**config.mk**
```make
export PLATFORM = sky130hd
export DESIGN_NAME = utf8_byte_stream_decoder
export DESIGN_NICKNAME = d
export VERILOG_FILES = /design/src/rtl/core/u8dec_pkg.sv /design/src/rtl/core/u8dec_in_reg.sv /design/src/rtl/core/u8dec_core.sv /design/src/rtl/core/u8dec_out_reg.sv /design/src/rtl/core/utf8_byte_stream_decoder.sv
export SDC_FILE = /design/constraint.sdc
export NUM_CORES = 1
export LEC_CHECK = 0
export ABC_AREA = 1
export BUFFER_PORTS_ARGS = -buffer_cell sky130_fd_sc_hd__buf_4
export CORE_UTILIZATION = 60
export CTS_CLUSTER_SIZE = 24
export DETAILED_ROUTE_END_ITERATION = 16
export PLACE_DENSITY = 0.84
export SLEW_MARGIN = 20
export SYNTH_ARGS = -nofsm -noshare
export SYNTH_HDL_FRONTEND = slang
export SYNTH_HIERARCHICAL = 1
export SYNTH_SLANG_ARGS = --single-unit
```
**constraint.sdc**
```tcl
create_clock -name clk -period 4 [get_ports clk]
set_input_delay 0.8 -clock clk [delete_from_list [all_inputs] [get_ports clk]]
set_output_delay 0.8 -clock clk [all_outputs]
set_load 0.02 [all_outputs]
```
**src/rtl/core/u8dec_pkg.sv**
```systemverilog
// Shared types and constants for the UTF-8 byte stream decoder.
package u8dec_pkg;

    // Field widths.
    localparam int unsigned BYTE_W = 8;
    localparam int unsigned CP_W   = 16;
    localparam int unsigned ST_W   = 2;

    // Result status codes.
    typedef enum logic [ST_W-1:0] {
        ST_OK      = 2'd0,
        ST_FOUR    = 2'd1,
        ST_TRUNC   = 2'd2,
        ST_INVALID = 2'd3
    } status_t;

    // Lead byte class masks and patterns.
    localparam logic [BYTE_W-1:0] MASK_ONE   = 8'b1000_0000;
    localparam logic [BYTE_W-1:0] PAT_ONE    = 8'b0000_0000;
    localparam logic [BYTE_W-1:0] MASK_TWO   = 8'b1110_0000;
    localparam logic [BYTE_W-1:0] PAT_TWO    = 8'b1100_0000;
    localparam logic [BYTE_W-1:0] MASK_THREE = 8'b1111_0000;
    localparam logic [BYTE_W-1:0] PAT_THREE  = 8'b1110_0000;
    localparam logic [BYTE_W-1:0] MASK_FOUR  = 8'b1111_1000;
    localparam logic [BYTE_W-1:0] PAT_FOUR   = 8'b1111_0000;

    // Payload masks for lead and continuation bytes.
    localparam logic [BYTE_W-1:0] PAY_TWO   = 8'h1F;
    localparam logic [BYTE_W-1:0] PAY_THREE = 8'h0F;
    localparam logic [BYTE_W-1:0] PAY_FOUR  = 8'h07;
    localparam logic [BYTE_W-1:0] PAY_CONT  = 8'h3F;

    // Sequence lengths.
    localparam logic [2:0] LEN_NONE  = 3'd0;
    localparam logic [2:0] LEN_TWO   = 3'd2;
    localparam logic [2:0] LEN_THREE = 3'd3;
    localparam logic [2:0] LEN_FOUR  = 3'd4;

    // One input request held in the input register.
    typedef struct packed {
        logic [BYTE_W-1:0] data_byte;
        logic              end_of_string;
    } in_item_t;

    // One decode result between the core and the output register.
    typedef struct packed {
        logic            valid;
        logic [CP_W-1:0] code_point;
        status_t         status;
        logic            string_end;
    } result_t;

endpackage

```
**src/rtl/core/u8dec_in_reg.sv**
```systemverilog
// Input register stage: holds one accepted byte until the core takes it.
module u8dec_in_reg (
    input  logic                 clk,
    input  logic                 rst_n,
    input  logic                 s_tvalid,
    output logic                 s_tready,
    input  u8dec_pkg::in_item_t  s_item,
    input  logic                 advance,
    output logic                 item_valid,
    output u8dec_pkg::in_item_t  item
);
    import u8dec_pkg::*;

    logic     valid_reg;
    logic     valid_next;
    in_item_t item_reg;

    // The register may load when empty or when its item moves on this cycle.
    assign s_tready = !valid_reg || advance;

    always_comb
    begin
        valid_next = valid_reg;
        if (s_tready)
        begin
            valid_next = s_tvalid;
        end
    end

    always_ff @(posedge clk or negedge rst_n)
    begin
        if (!rst_n)
        begin
            valid_reg <= 1'b0;
        end
        else
        begin
            valid_reg <= valid_next;
        end
    end

    // Payload loads without reset.
    always_ff @(posedge clk)
    begin
        if (s_tvalid && s_tready)
        begin
            item_reg <= s_item;
        end
    end

    assign item_valid = valid_reg;
    assign item       = item_reg;

endmodule

```
**src/rtl/core/u8dec_core.sv**
```systemverilog
// Decoder state and the per-byte decode logic.
module u8dec_core (
    input  logic                 clk,
    input  logic                 rst_n,
    input  logic                 fire,
    input  u8dec_pkg::in_item_t  item,
    output u8dec_pkg::result_t   result
);
    import u8dec_pkg::*;

    logic [1:0]      remain_reg;
    logic [1:0]      remain_next;
    logic [2:0]      seq_len_reg;
    logic [2:0]      seq_len_next;
    logic [CP_W-1:0] partial_reg;
    logic [CP_W-1:0] partial_next;
    logic            skip_reg;
    logic            skip_next;

    logic [BYTE_W-1:0] b;
    logic              eos;
    logic [1:0]        remain_dec;
    logic [CP_W-1:0]   partial_shift;

    assign b             = item.data_byte;
    assign eos           = item.end_of_string;
    assign remain_dec    = remain_reg - 2'd1;
    assign partial_shift = {partial_reg[CP_W-7:0], b[5:0] & PAY_CONT[5:0]};

    // Decode one byte against the current sequence state.
    always_comb
    begin
        remain_next       = remain_reg;
        seq_len_next      = seq_len_reg;
        partial_next      = partial_reg;
        skip_next         = skip_reg;
        result.valid      = 1'b0;
        result.code_point = '0;
        result.status     = ST_OK;
        result.string_end = eos;

        if (skip_reg)
        begin
            // Dropping bytes until the string ends.
            if (eos)
            begin
                skip_next = 1'b0;
            end
        end
        else if (remain_reg == 2'd0)
        begin
            priority if ((b & MASK_ONE) == PAT_ONE)
            begin
                result.valid      = 1'b1;
                result.code_point = {{(CP_W-BYTE_W){1'b0}}, b};
            end
            else if ((b & MASK_TWO) == PAT_TWO)
            begin
                partial_next = {{(CP_W-BYTE_W){1'b0}}, b & PAY_TWO};
                seq_len_next = LEN_TWO;
                remain_next  = 2'd1;
            end
            else if ((b & MASK_THREE) == PAT_THREE)
            begin
                partial_next = {{(CP_W-BYTE_W){1'b0}}, b & PAY_THREE};
                seq_len_next = LEN_THREE;
                remain_next  = 2'd2;
            end
            else if ((b & MASK_FOUR) == PAT_FOUR)
            begin
                partial_next = {{(CP_W-BYTE_W){1'b0}}, b & PAY_FOUR};
                seq_len_next = LEN_FOUR;
                remain_next  = 2'd3;
            end
            else
            begin
                // Continuation byte or out-of-range lead byte.
                skip_next     = !eos;
                result.valid  = 1'b1;
                result.status = ST_INVALID;
            end

            // A multi-byte lead on the last byte is a cut-off sequence.
            if (remain_next != 2'd0 && eos)
            begin
                remain_next       = 2'd0;
                seq_len_next      = LEN_NONE;
                partial_next      = '0;
                result.valid      = 1'b1;
                result.status     = ST_TRUNC;
                result.string_end = 1'b1;
            end
        end
        else
        begin
            // Continuation byte: shift in six payload bits.
            partial_next = partial_shift;
            remain_next  = remain_dec;
            if (remain_dec == 2'd0)
            begin
                result.valid = 1'b1;
                if (seq_len_reg == LEN_FOUR)
                begin
                    result.status = ST_FOUR;
                end
                else
                begin
                    result.code_point = partial_shift;
                end
                seq_len_next = LEN_NONE;
                partial_next = '0;
            end
            else if (eos)
            begin
                remain_next       = 2'd0;
                seq_len_next      = LEN_NONE;
                partial_next      = '0;
                result.valid      = 1'b1;
                result.status     = ST_TRUNC;
                result.string_end = 1'b1;
            end
        end

        // Single-byte results, invalid leads and finished sequences leave the sequence clear.
        if (remain_next == 2'd0)
        begin
            seq_len_next = LEN_NONE;
            partial_next = '0;
        end
    end

    // State updates only when a byte is consumed.
    always_ff @(posedge clk or negedge rst_n)
    begin
        if (!rst_n)
        begin
            remain_reg  <= 2'd0;
            seq_len_reg <= LEN_NONE;
            partial_reg <= '0;
            skip_reg    <= 1'b0;
        end
        else if (fire)
        begin
            remain_reg  <= remain_next;
            seq_len_reg <= seq_len_next;
            partial_reg <= partial_next;
            skip_reg    <= skip_next;
        end
    end

endmodule

```
**src/rtl/core/u8dec_out_reg.sv**
```systemverilog
// Output register: holds one result until the receiver takes it.
module u8dec_out_reg (
    input  logic                clk,
    input  logic                rst_n,
    input  logic                load,
    input  u8dec_pkg::result_t  result,
    output logic                m_tvalid,
    input  logic                m_tready,
    output logic [15:0]         code_point,
    output logic [1:0]          status,
    output logic                string_end
);
    import u8dec_pkg::*;

    logic            valid_reg;
    logic            valid_next;
    logic [CP_W-1:0] cp_reg;
    status_t         st_reg;
    logic            end_reg;

    // A load replaces the held result; otherwise a taken result clears.
    always_comb
    begin
        valid_next = valid_reg;
        if (load)
        begin
            valid_next = result.valid;
        end
        else if (m_tready)
        begin
            valid_next = 1'b0;
        end
    end

    always_ff @(posedge clk or negedge rst_n)
    begin
        if (!rst_n)
        begin
            valid_reg <= 1'b0;
        end
        else
        begin
            valid_reg <= valid_next;
        end
    end

    always_ff @(posedge clk)
    begin
        if (load && result.valid)
        begin
            cp_reg  <= result.code_point;
            st_reg  <= result.status;
            end_reg <= result.string_end;
        end
    end

    assign m_tvalid   = valid_reg;
    assign code_point = cp_reg;
    assign status     = st_reg;
    assign string_end = end_reg;

endmodule

```
**src/rtl/core/utf8_byte_stream_decoder.sv**
```systemverilog
// Top level of the UTF-8 byte stream decoder.
//
// Bytes of a UTF-8 string arrive on the s_ channel, one request per byte,
// with s_tlast marking the last byte of each string. Results leave on the
// m_ channel: m_tdata carries the 16-bit code point, m_tuser the status
// (ok, four-byte unsupported, truncated, invalid lead) and m_tlast marks
// the result that ends a string. Not every byte yields a result: lead and
// middle bytes of a sequence and bytes dropped after an invalid lead are
// consumed silently.
// Throughput is one byte per cycle while the receiver keeps m_tready high.
// A byte is held in the input register, decoded by the state logic and
// registered in the output register, whose result then shows on
// m_tvalid. The rate is set by the single sequence-state update
// per byte.
// When the receiver stalls, the output register holds its result and the
// input register holds one more byte; s_tready then drops.
// Reset clears both registers and the sequence state; the block is ready
// for a new string right after reset.
module utf8_byte_stream_decoder (
    input  logic        clk,
    input  logic        rst_n,
    input  logic        s_tvalid,
    output logic        s_tready,
    input  logic [7:0]  s_tdata,   // [7:0] data_byte
    input  logic        s_tlast,
    output logic        m_tvalid,
    input  logic        m_tready,
    output logic [15:0] m_tdata,   // [15:0] code_point
    output logic [1:0]  m_tuser,   // [1:0] status
    output logic        m_tlast
);
    import u8dec_pkg::*;

    in_item_t s_item;
    in_item_t item;
    logic     item_valid;
    logic     out_free;
    logic     fire;
    result_t  result;

    assign s_item.data_byte     = s_tdata;
    assign s_item.end_of_string = s_tlast;

    // A byte is decoded when held and the output register can take a result.
    assign out_free = !m_tvalid || m_tready;
    assign fire     = item_valid && out_free;

    u8dec_in_reg u_in_reg (
        .clk        (clk),
        .rst_n      (rst_n),
        .s_tvalid   (s_tvalid),
        .s_tready   (s_tready),
        .s_item     (s_item),
        .advance    (fire),
        .item_valid (item_valid),
        .item       (item)
    );

    u8dec_core u_core (
        .clk    (clk),
        .rst_n  (rst_n),
        .fire   (fire),
        .item   (item),
        .result (result)
    );

    u8dec_out_reg u_out_reg (
        .clk        (clk),
        .rst_n      (rst_n),
        .load       (fire),
        .result     (result),
        .m_tvalid   (m_tvalid),
        .m_tready   (m_tready),
        .code_point (m_tdata),
        .status     (m_tuser),
        .string_end (m_tlast)
    );

endmodule
```
==> summary.txt, run 1 <==
Logic synthesis
  • Synth Register Bits: 46
  • Post-Syn Nets: 247
  • Syn_area_per_cell: 9.48 um2
  • Synth Cell Area: 0.00220 mm2
  • Synthesis warning total: 6
  • Count of different cell masters after synthesis: 29
  • Sequential fraction of the synthesis area: 0.587
  • Post-synthesis cell count: 232

Clock network
  • Sinks on Clock Net: 46
  • Gates resized, CTS repair: 0
  • Worst-Skew Late Latency: 0.36 ns
  • Post-CTS Setup Inserts: 0
  • Root Buffer: clkbuf_4
  • Cts hold-fix bufs: 0
  • CTS tree: yes
  • Clk buf depth: 2
  • Total CTS buffers: 5
  • H-tree levels: 2
  • CTS clk-pin slew, worst paths: 0.13 ns

Floorplan
  • Chip height: 62.5 um
  • # rows: 21
  • IO Count: 34
  • Core area: 0.00342 mm2
  • DIE AREA: 0.00391 mm2
  • Initial core utilization: 0.644
  • Die width: 62.5 um

Power and ir drop
  • Sequential power share: 0.394
  • Clock power share: 0.140
  • Internal power: 1.13 mW
  • Sw Ratio: 0.431
  • Leakage: 1.19 nW
  • P_sw: 0.858 mW
  • Maximum VDD drop: 698 uV
  • Power share of the combinational group: 0.466
  • Pwr dens: 782 mW/mm2

Timing
  • Post-route setup TNS: 0 ns
  • # setup viols final: 0
  • Clk_skew: 0.00676 ns
  • Fmax: 0.397 GHz
  • RSZ-0062 raised after global routing: no
  • Minimum clock period: 2.52 ns
  • Tcrit/Tclk final: 0.629
  • Final Hold Vio Count: 0
  • Final WS setup: 1.48 ns
  • Fin. max-slew vios: 0
  • Slew @ Worst Pin: 0.797 ns
  • Max_slew headroom: 0.469

Layout
  • Antenna diodes: 0
  • P&R area growth vs syn: 15.8%
  • Finished Layout Cells: 314
  • Share of layout cells above drive strength 1: 0.257
  • Layout Nets: 282
  • Max FFs per register: 16

Placement
  • Pre-CTS WS: 1.53 ns
  • # placed instances: 306
  • HPWL after DPL: 2890 um
  • Routability cong.: 0.955
  • PortBufs: 33

Detailed routing
  • Vias: 1,627
  • Antenna Violating Nets Remaining: 0
  • Routed WL per cell: 12.4 um
  • Via density: 5.18
  • Drt drc: 0
  • Drt pass-1 iters: 4
  • WL final: 3900 um
  • Iter 0 DRT Violations: 125

Worst setup path
  • Cell breakdown of the critical path: inv_1, nand2_1, nand2_1, nor2_1, nand2_1, nand2_1, nand2_1, o21ai_0, nor2_1, nand2_1, inv_1
  • Crit Path Max Fanout: 19
  • CP bufs+invs: 2
  • Worst Path Required: 4.00 ns
  • Setup crit end kind: register
  • Critical path's top delay family: simple AND/OR/NAND/NOR gates
  • Most frequent CP cell: nand2_1
  • CP max stage delay: 0.57 ns
  • Kind of critical path: reg2reg
  • Slowest cell on crit path: inv_1
  • WP data arrival: 2.52 ns
  • Crit start category: register

Global routing
  • Antenna violations before repair: 0
  • Global route total overflow: 0
  • Vias in the first global route: 1,428
  • First-pass GRT wire length: 6510 um
  • Global Route Usage Sum: 0.224
  • Largest net degree at the start of global routing: 21

Worst hold path
  • Hold Path Class: in2async

Run
  • Max-Cap Viols: 0

Run status
  • Status: finished, final reports clean
Yosys cell counts:
cell type	count	area [um2]
nand2_1	52	195
inv_1	35	131
nor2_1	30	113
edfxtp_1	28	841
dfrtp_1	18	450
o21ai_2	11	96.3
nand2_2	9	56.3
a21oi_1	8	40.0
nand3_1	7	35.0
o21ai_0	6	30.0
nand4_1	5	31.3
buf_6	2	22.5
ha_1	2	25.0
inv_2	2	7.51
nand2_4	2	22.5
nor2_2	2	12.5
a21oi_2	1	8.76
a2bb2oi_1	1	8.76
a32o_1	1	10.0
buf_2	1	5.00
buf_4	1	7.51
clkbuf_1	1	3.75
clkinv_1	1	3.75
nand3_2	1	10.0
nand3b_1	1	7.51
nor3_1	1	5.00
o21ai_1	1	5.00
o21bai_1	1	7.51
o31ai_1	1	7.51
cells by family (layout without fill, tap and decap cells):
family,after synthesis,after routing,synth area share
AO/OA/AOI/OAI,31,31,0.0973
flip-flops,46,46,0.587
buffers and inverters,43,79,0.0825
AND/OR/NAND/NOR,110,110,0.222
adder cells (fa/ha/maj),2,2,0.0114
cells in the final DEF, fill, tap and decap left out, types with 6 or more instances in the layout:
master     n
nand2_1   52
nor2_1    30
buf_4     33
nand2_2    9
dfrtp_1   18
inv_1     35
edfxtp_1  28
o21ai_2   11
o21ai_0    6
nand3_1    7
a21oi_1    8
path summary, 6_finish.rpt:
| kind | slack [ns] | cells after the start | endpoint | startpoint |
|---|---|---|---|---|
| worst max-delay path | 1.48 | 11 | u_out_reg/code_point[8] | u_in_reg/item[6] |
| max in group asynchronous | 3.51 | 1 | u_core/partial_reg[8] | rst_n |
| min in group clk | 0.49 | 2 | u_core/seq_len_reg[2] | u_core/seq_len_reg[2] |
| worst max register to register | 1.48 | 11 | u_out_reg/code_point[8] | u_in_reg/item[6] |
| worst min-delay path | 0.29 | 1 | u_core/seq_len_reg[2] | rst_n |
| worst min register to register | 0.49 | 2 | u_core/seq_len_reg[2] | u_core/seq_len_reg[2] |
final cells by class:
type                            count  area [um2]
Fill cell                         257         868
Clock buffer                        5        37.5
Clock inverter                      3        43.8
Sequential cell                    46        1290
Inverter                           38         143
Timing Repair Buffer               33         248
Multi-Input combinational cell    143         727
Tap cell                           46        57.6
power by group through the flow:
stage               clock network [mW]  registers (mW)  logic (mW)
global route                     0.302           0.804        1.02
floorplan                            0           0.891       0.577
detailed placement                   0           0.794       0.919
CTS                              0.284           0.784       0.924
finish                           0.279           0.784       0.928
global placement                     0           0.790       0.910
stage by stage:
step / util / total power, mW / area [um2] / hold WS (ns)
after floorplan: - / 1.47 / 2200 / 0.442
after global placement: 0.722 / 1.70 / 2470 / 0.454
after detailed placement: 0.722 / 1.71 / 2470 / 0.459
after CTS: 0.746 / 1.99 / 2550 / 0.284
after global routing: 0.746 / 2.13 / 2550 / 0.280
final: 0.746 / 1.99 / 2550 / 0.287
metal layers:
layer | vias up | track usage | part of all wire
met5 | - | 0 | 0
met4 | 0 | 0.0727 | 0.011
met3 | 6 | 0.0602 | 0.082
met2 | 72 | 0.348 | 0.47
met1 | 731 | 0.308 | 0.44
li1 | 818 | - | -
No activity file was read; power rests on OpenSTA's default activity.
==> inputs of run 2 (changes only) <==
--- a/config.mk
+++ b/config.mk
@@ -5,12 +5,12 @@
 export SDC_FILE = /design/constraint.sdc
 export NUM_CORES = 1
 export LEC_CHECK = 0
-export ABC_AREA = 1
+export ABC_AREA = 0
 export BUFFER_PORTS_ARGS = -buffer_cell sky130_fd_sc_hd__buf_4
-export CORE_UTILIZATION = 60
+export CORE_UTILIZATION = 55
 export CTS_CLUSTER_SIZE = 24
 export DETAILED_ROUTE_END_ITERATION = 16
-export PLACE_DENSITY = 0.84
+export PLACE_DENSITY = 0.78
 export SLEW_MARGIN = 20
 export SYNTH_ARGS = -nofsm -noshare
 export SYNTH_HDL_FRONTEND = slang
==> constraint.sdc (replaced) <==
create_clock -name clk -period 2.4 [get_ports clk]
set_input_delay 0.48 -clock clk [delete_from_list [all_inputs] [get_ports clk]]
set_output_delay 0.48 -clock clk [all_outputs]
set_load 0.02 [all_outputs]
==> summary.txt, run 2 <==
Layout
  • Commonest non-fill, non-tap cell in the layout: buf_4
  • P&R area growth vs syn: 18.8%
  • Max FFs per register: 16 (unchanged)
  • Design area: 0.00244 mm2 (-4.3%)
  • Share of layout cells above drive strength 1: 0.284 (+0.0267)
  • Commonest cells after routing, fill and taps aside: 36 x buf_4, 28 x edfxtp_1, 18 x dfrtp_1
  • Antenna diodes: 0 (unchanged)
  • Finished Layout Cells: 236 (-25%)
  • Layout Nets: 204 (-28%)

Logic synthesis
  • Synth Register Bits: 46 (unchanged)
  • Post-Syn Nets: 168 (-32%)
  • Post-synthesis cell count: 153 (-34%)
  • Most used DFF post-synth: edfxtp_1
  • Number of synthesized flops with an enable pin: 28 (unchanged)
  • Synth Cell Area: 0.00205 mm2 (-6.7%)
  • Synth top area share: 0.410 (+0.0273)
  • List of most frequent post-synthesis cells: 28 x edfxtp_1, 18 x dfrtp_1, 12 x a32o_1
  • Sequential fraction of the synthesis area: 0.629 (+0.0419)
  • Asr flop ratio synth: 0.391 (unchanged)
  • Syn_area_per_cell: 13.4 um2 (+42%)
  • Synth area leaders: edfxtp_1 41%, dfrtp_1 22%, a32o_1 5.9%
  • Synthesis warning total: 6 (unchanged)
  • Count of different cell masters after synthesis: 42 (+45%)
  • Area leader, netlist: edfxtp_1
  • Top-count cell post-synth: edfxtp_1

Detailed routing
  • Vias: 1,388 (-15%)
  • Via density: 5.88 (+14%)
  • Drt pass-1 iters: 4 (unchanged)
  • Routed WL per cell: 16.1 um (+30%)
  • Iter 0 DRT Violations: 55 (-56%)
  • WL final: 3810 um (-2.4%)
  • Antenna Violating Nets Remaining: 0 (unchanged)
  • Drt drc: 0 (unchanged)

Power and ir drop
  • Maximum VDD drop: 649 uV (-7.0%)
  • Leakage: 1.02 nW (-14%)
  • Pwr dens: 1370 mW/mm2 (+75%)

Clock network
  • Sinks on Clock Net: 46 (unchanged)
  • Cts hold-fix bufs: 0 (unchanged)
  • Worst-Skew Late Latency: 0.29 ns (-0.07 ns)
  • Root Buffer: clkbuf_8
  • Post-CTS Setup Inserts: 0 (unchanged)
  • H-tree levels: 2 (unchanged)
  • Total CTS buffers: 5 (unchanged)
  • CTS clk-pin slew, worst paths: 0.08 ns (-0.05 ns)
  • CTS tree: yes
  • Clk buf depth: 2 (unchanged)
  • Gates resized, CTS repair: 0 (unchanged)

Worst setup path
  • R2R Path Start: u_core/remain_reg[0]
  • Setup crit end kind: register
  • Setup slack, reg-to-reg: 0.21 ns (-1.27 ns)
  • Cell breakdown of the critical path: inv_1, ha_1, nor2b_4, a221o_2, a31oi_4, a21boi_4, a22o_1
  • Crit path capture: u_core/partial_reg[4]
  • Worst Path Required: 2.58 ns (-1.42 ns)
  • Crit start category: register
  • CP max stage delay: 0.47 ns (-0.10 ns)
  • Kind of critical path: reg2reg
  • Crit path from: u_core/remain_reg[0]
  • FF-to-FF End: u_core/partial_reg[4]
  • Cells on worst reg2reg path: 7 (-4)
  • WP data arrival: 2.37 ns (-0.15 ns)
  • Slowest cell on crit path: dfrtp_1
  • Crit Path Max Fanout: 10 (-9)

Timing
  • Post-route setup TNS: 0 ns (unchanged)
  • Tcrit/Tclk final: 0.913 (+0.284)
  • Max_slew headroom: 0.657 (+0.188)
  • Slew @ Worst Pin: 0.515 ns (-0.282 ns)
  • WHS: 0.0468 ns (-0.240 ns)
  • Final WS setup: 0.208 ns (-1.27 ns)
  • Minimum clock period: 2.19 ns (-0.325 ns)
  • Final Hold Vio Count: 0 (unchanged)
  • Fin. max-slew vios: 0 (unchanged)
  • Clk_skew: 0.00152 ns (-0.00524 ns)
  • # setup viols final: 0 (unchanged)
  • Fmax: 0.456 GHz (+15%)
  • RSZ-0062 raised after global routing: no

Run status
  • Status: finished, final reports clean

Global routing
  • First-pass GRT wire length: 6250 um (-4.0%)
  • Global route total overflow: 0 (unchanged)
  • Global Route Usage Sum: 0.210 (-0.0145)
  • Largest net degree at the start of global routing: 21 (unchanged)
  • Vias in the first global route: 1,340 (-6.2%)
  • Antenna violations before repair: 0 (unchanged)

Floorplan
  • IO Count: 34 (unchanged)
  • Die width: 63.1 um (+0.89%)
  • # rows: 21 (unchanged)
  • Initial core utilization: 0.592 (-0.0520)
  • Chip height: 63.1 um (+0.89%)
  • DIE AREA: 0.00398 mm2 (+1.8%)
  • Core area: 0.00347 mm2 (+1.5%)

Placement
  • Pre-CTS WS: 0.242 ns (-1.29 ns)
  • # placed instances: 228 (-25%)
  • PortBufs: 33 (unchanged)
  • HPWL after DPL: 2830 um (-2.0%)
  • Routability cong.: 0.953 (-0.17%)
  • DP Area: 0.00233 mm2 (-5.6%)

Worst hold path
  • Hold Path Class: in2async

Run
  • Max-Cap Viols: 0 (unchanged)
[run 2: cell count changes after synthesis, moves of 3 or more]
cell | before | now
nand2_2 | 9 | 1
nand2_1 | 52 | 6
inv_1 | 35 | 8
nor2b_1 | 0 | 7
nor2_1 | 30 | 8
nand4_1 | 5 | 1
and2_1 | 0 | 9
nor3b_1 | 0 | 3
o21ai_2 | 11 | 1
nand3_1 | 7 | 3
o21ai_0 | 6 | 2
a32o_1 | 1 | 12
[run 2: cell families after synthesis]
kind of cell             after synthesis  synth area share
AND/OR/NAND/NOR                       53             0.156
flip-flops                            46             0.629
AO/OA/AOI/OAI                         37             0.163
buffers and inverters                 15            0.0402
adder cells (fa/ha/maj)                2            0.0122
[run 2: where the power goes]
part           total [mW]  leakage, nW  switching [mW]  internal [mW]
sequential           1.33        0.513           0.167           1.17
combinational        1.45        0.453           0.884          0.570
clock               0.556       0.0514           0.245          0.310
[run 2: critical path: cells and delay by family, from the launching register on]
kind / cells / cell delay (ns)
flip-flops: 1 / 0.47
AND/OR/NAND/NOR: 1 / 0.18
buffers and inverters: 1 / 0.09
adder cells (fa/ha/maj): 1 / 0.32
AO/OA/AOI/OAI: 4 / 1.03
[run 2: layout make-up]
class,instances,area (um2)
clock buffers,6,72.6
well taps,46,57.6
fillers,234,1030
clock inverters,2,37.5
inverters,8,30.0
multi-input cells,92,679
repair buffers,36,270
flip-flops and latches,46,1290
[run 2: how the worst min path moves through the flow]
| stage | startpoint | end | slack, ns | depth (start not counted) |
|---|---|---|---|---|
| 2_1_floorplan | rst_n | u_core/partial_reg[0] | 0.18 | 0 |
| 3_3_place_gp | rst_n | u_out_reg/m_tvalid | 0.36 | 1 |
| 3_5_place_dp | rst_n | u_out_reg/m_tvalid | 0.36 | 1 |
| 4_1_cts | rst_n | u_out_reg/m_tvalid | 0.05 | 1 |
| 5_1_grt | rst_n | u_core/remain_reg[0] | 0.05 | 1 |
| 6_report | rst_n | u_core/skip_reg | 0.05 | 1 |
[run 2: metal layers]
layer  GRT usage  wire length [um]  vias to the layer above
met5           0                 0                        -
met2       0.343              1910                       54
li1            -                 -                      647
met3      0.0453               209                        6
met4      0.0843                40                        0
met1       0.272              1650                      681
[run 2: metrics by stage]
step           total power [mW]  utilization
2_1_floorplan              2.35            -
3_3_place_gp               2.75        0.671
3_5_place_dp               2.79        0.671
4_1_cts                    3.34        0.703
5_1_grt                    3.52        0.703
6_report                   3.34        0.703
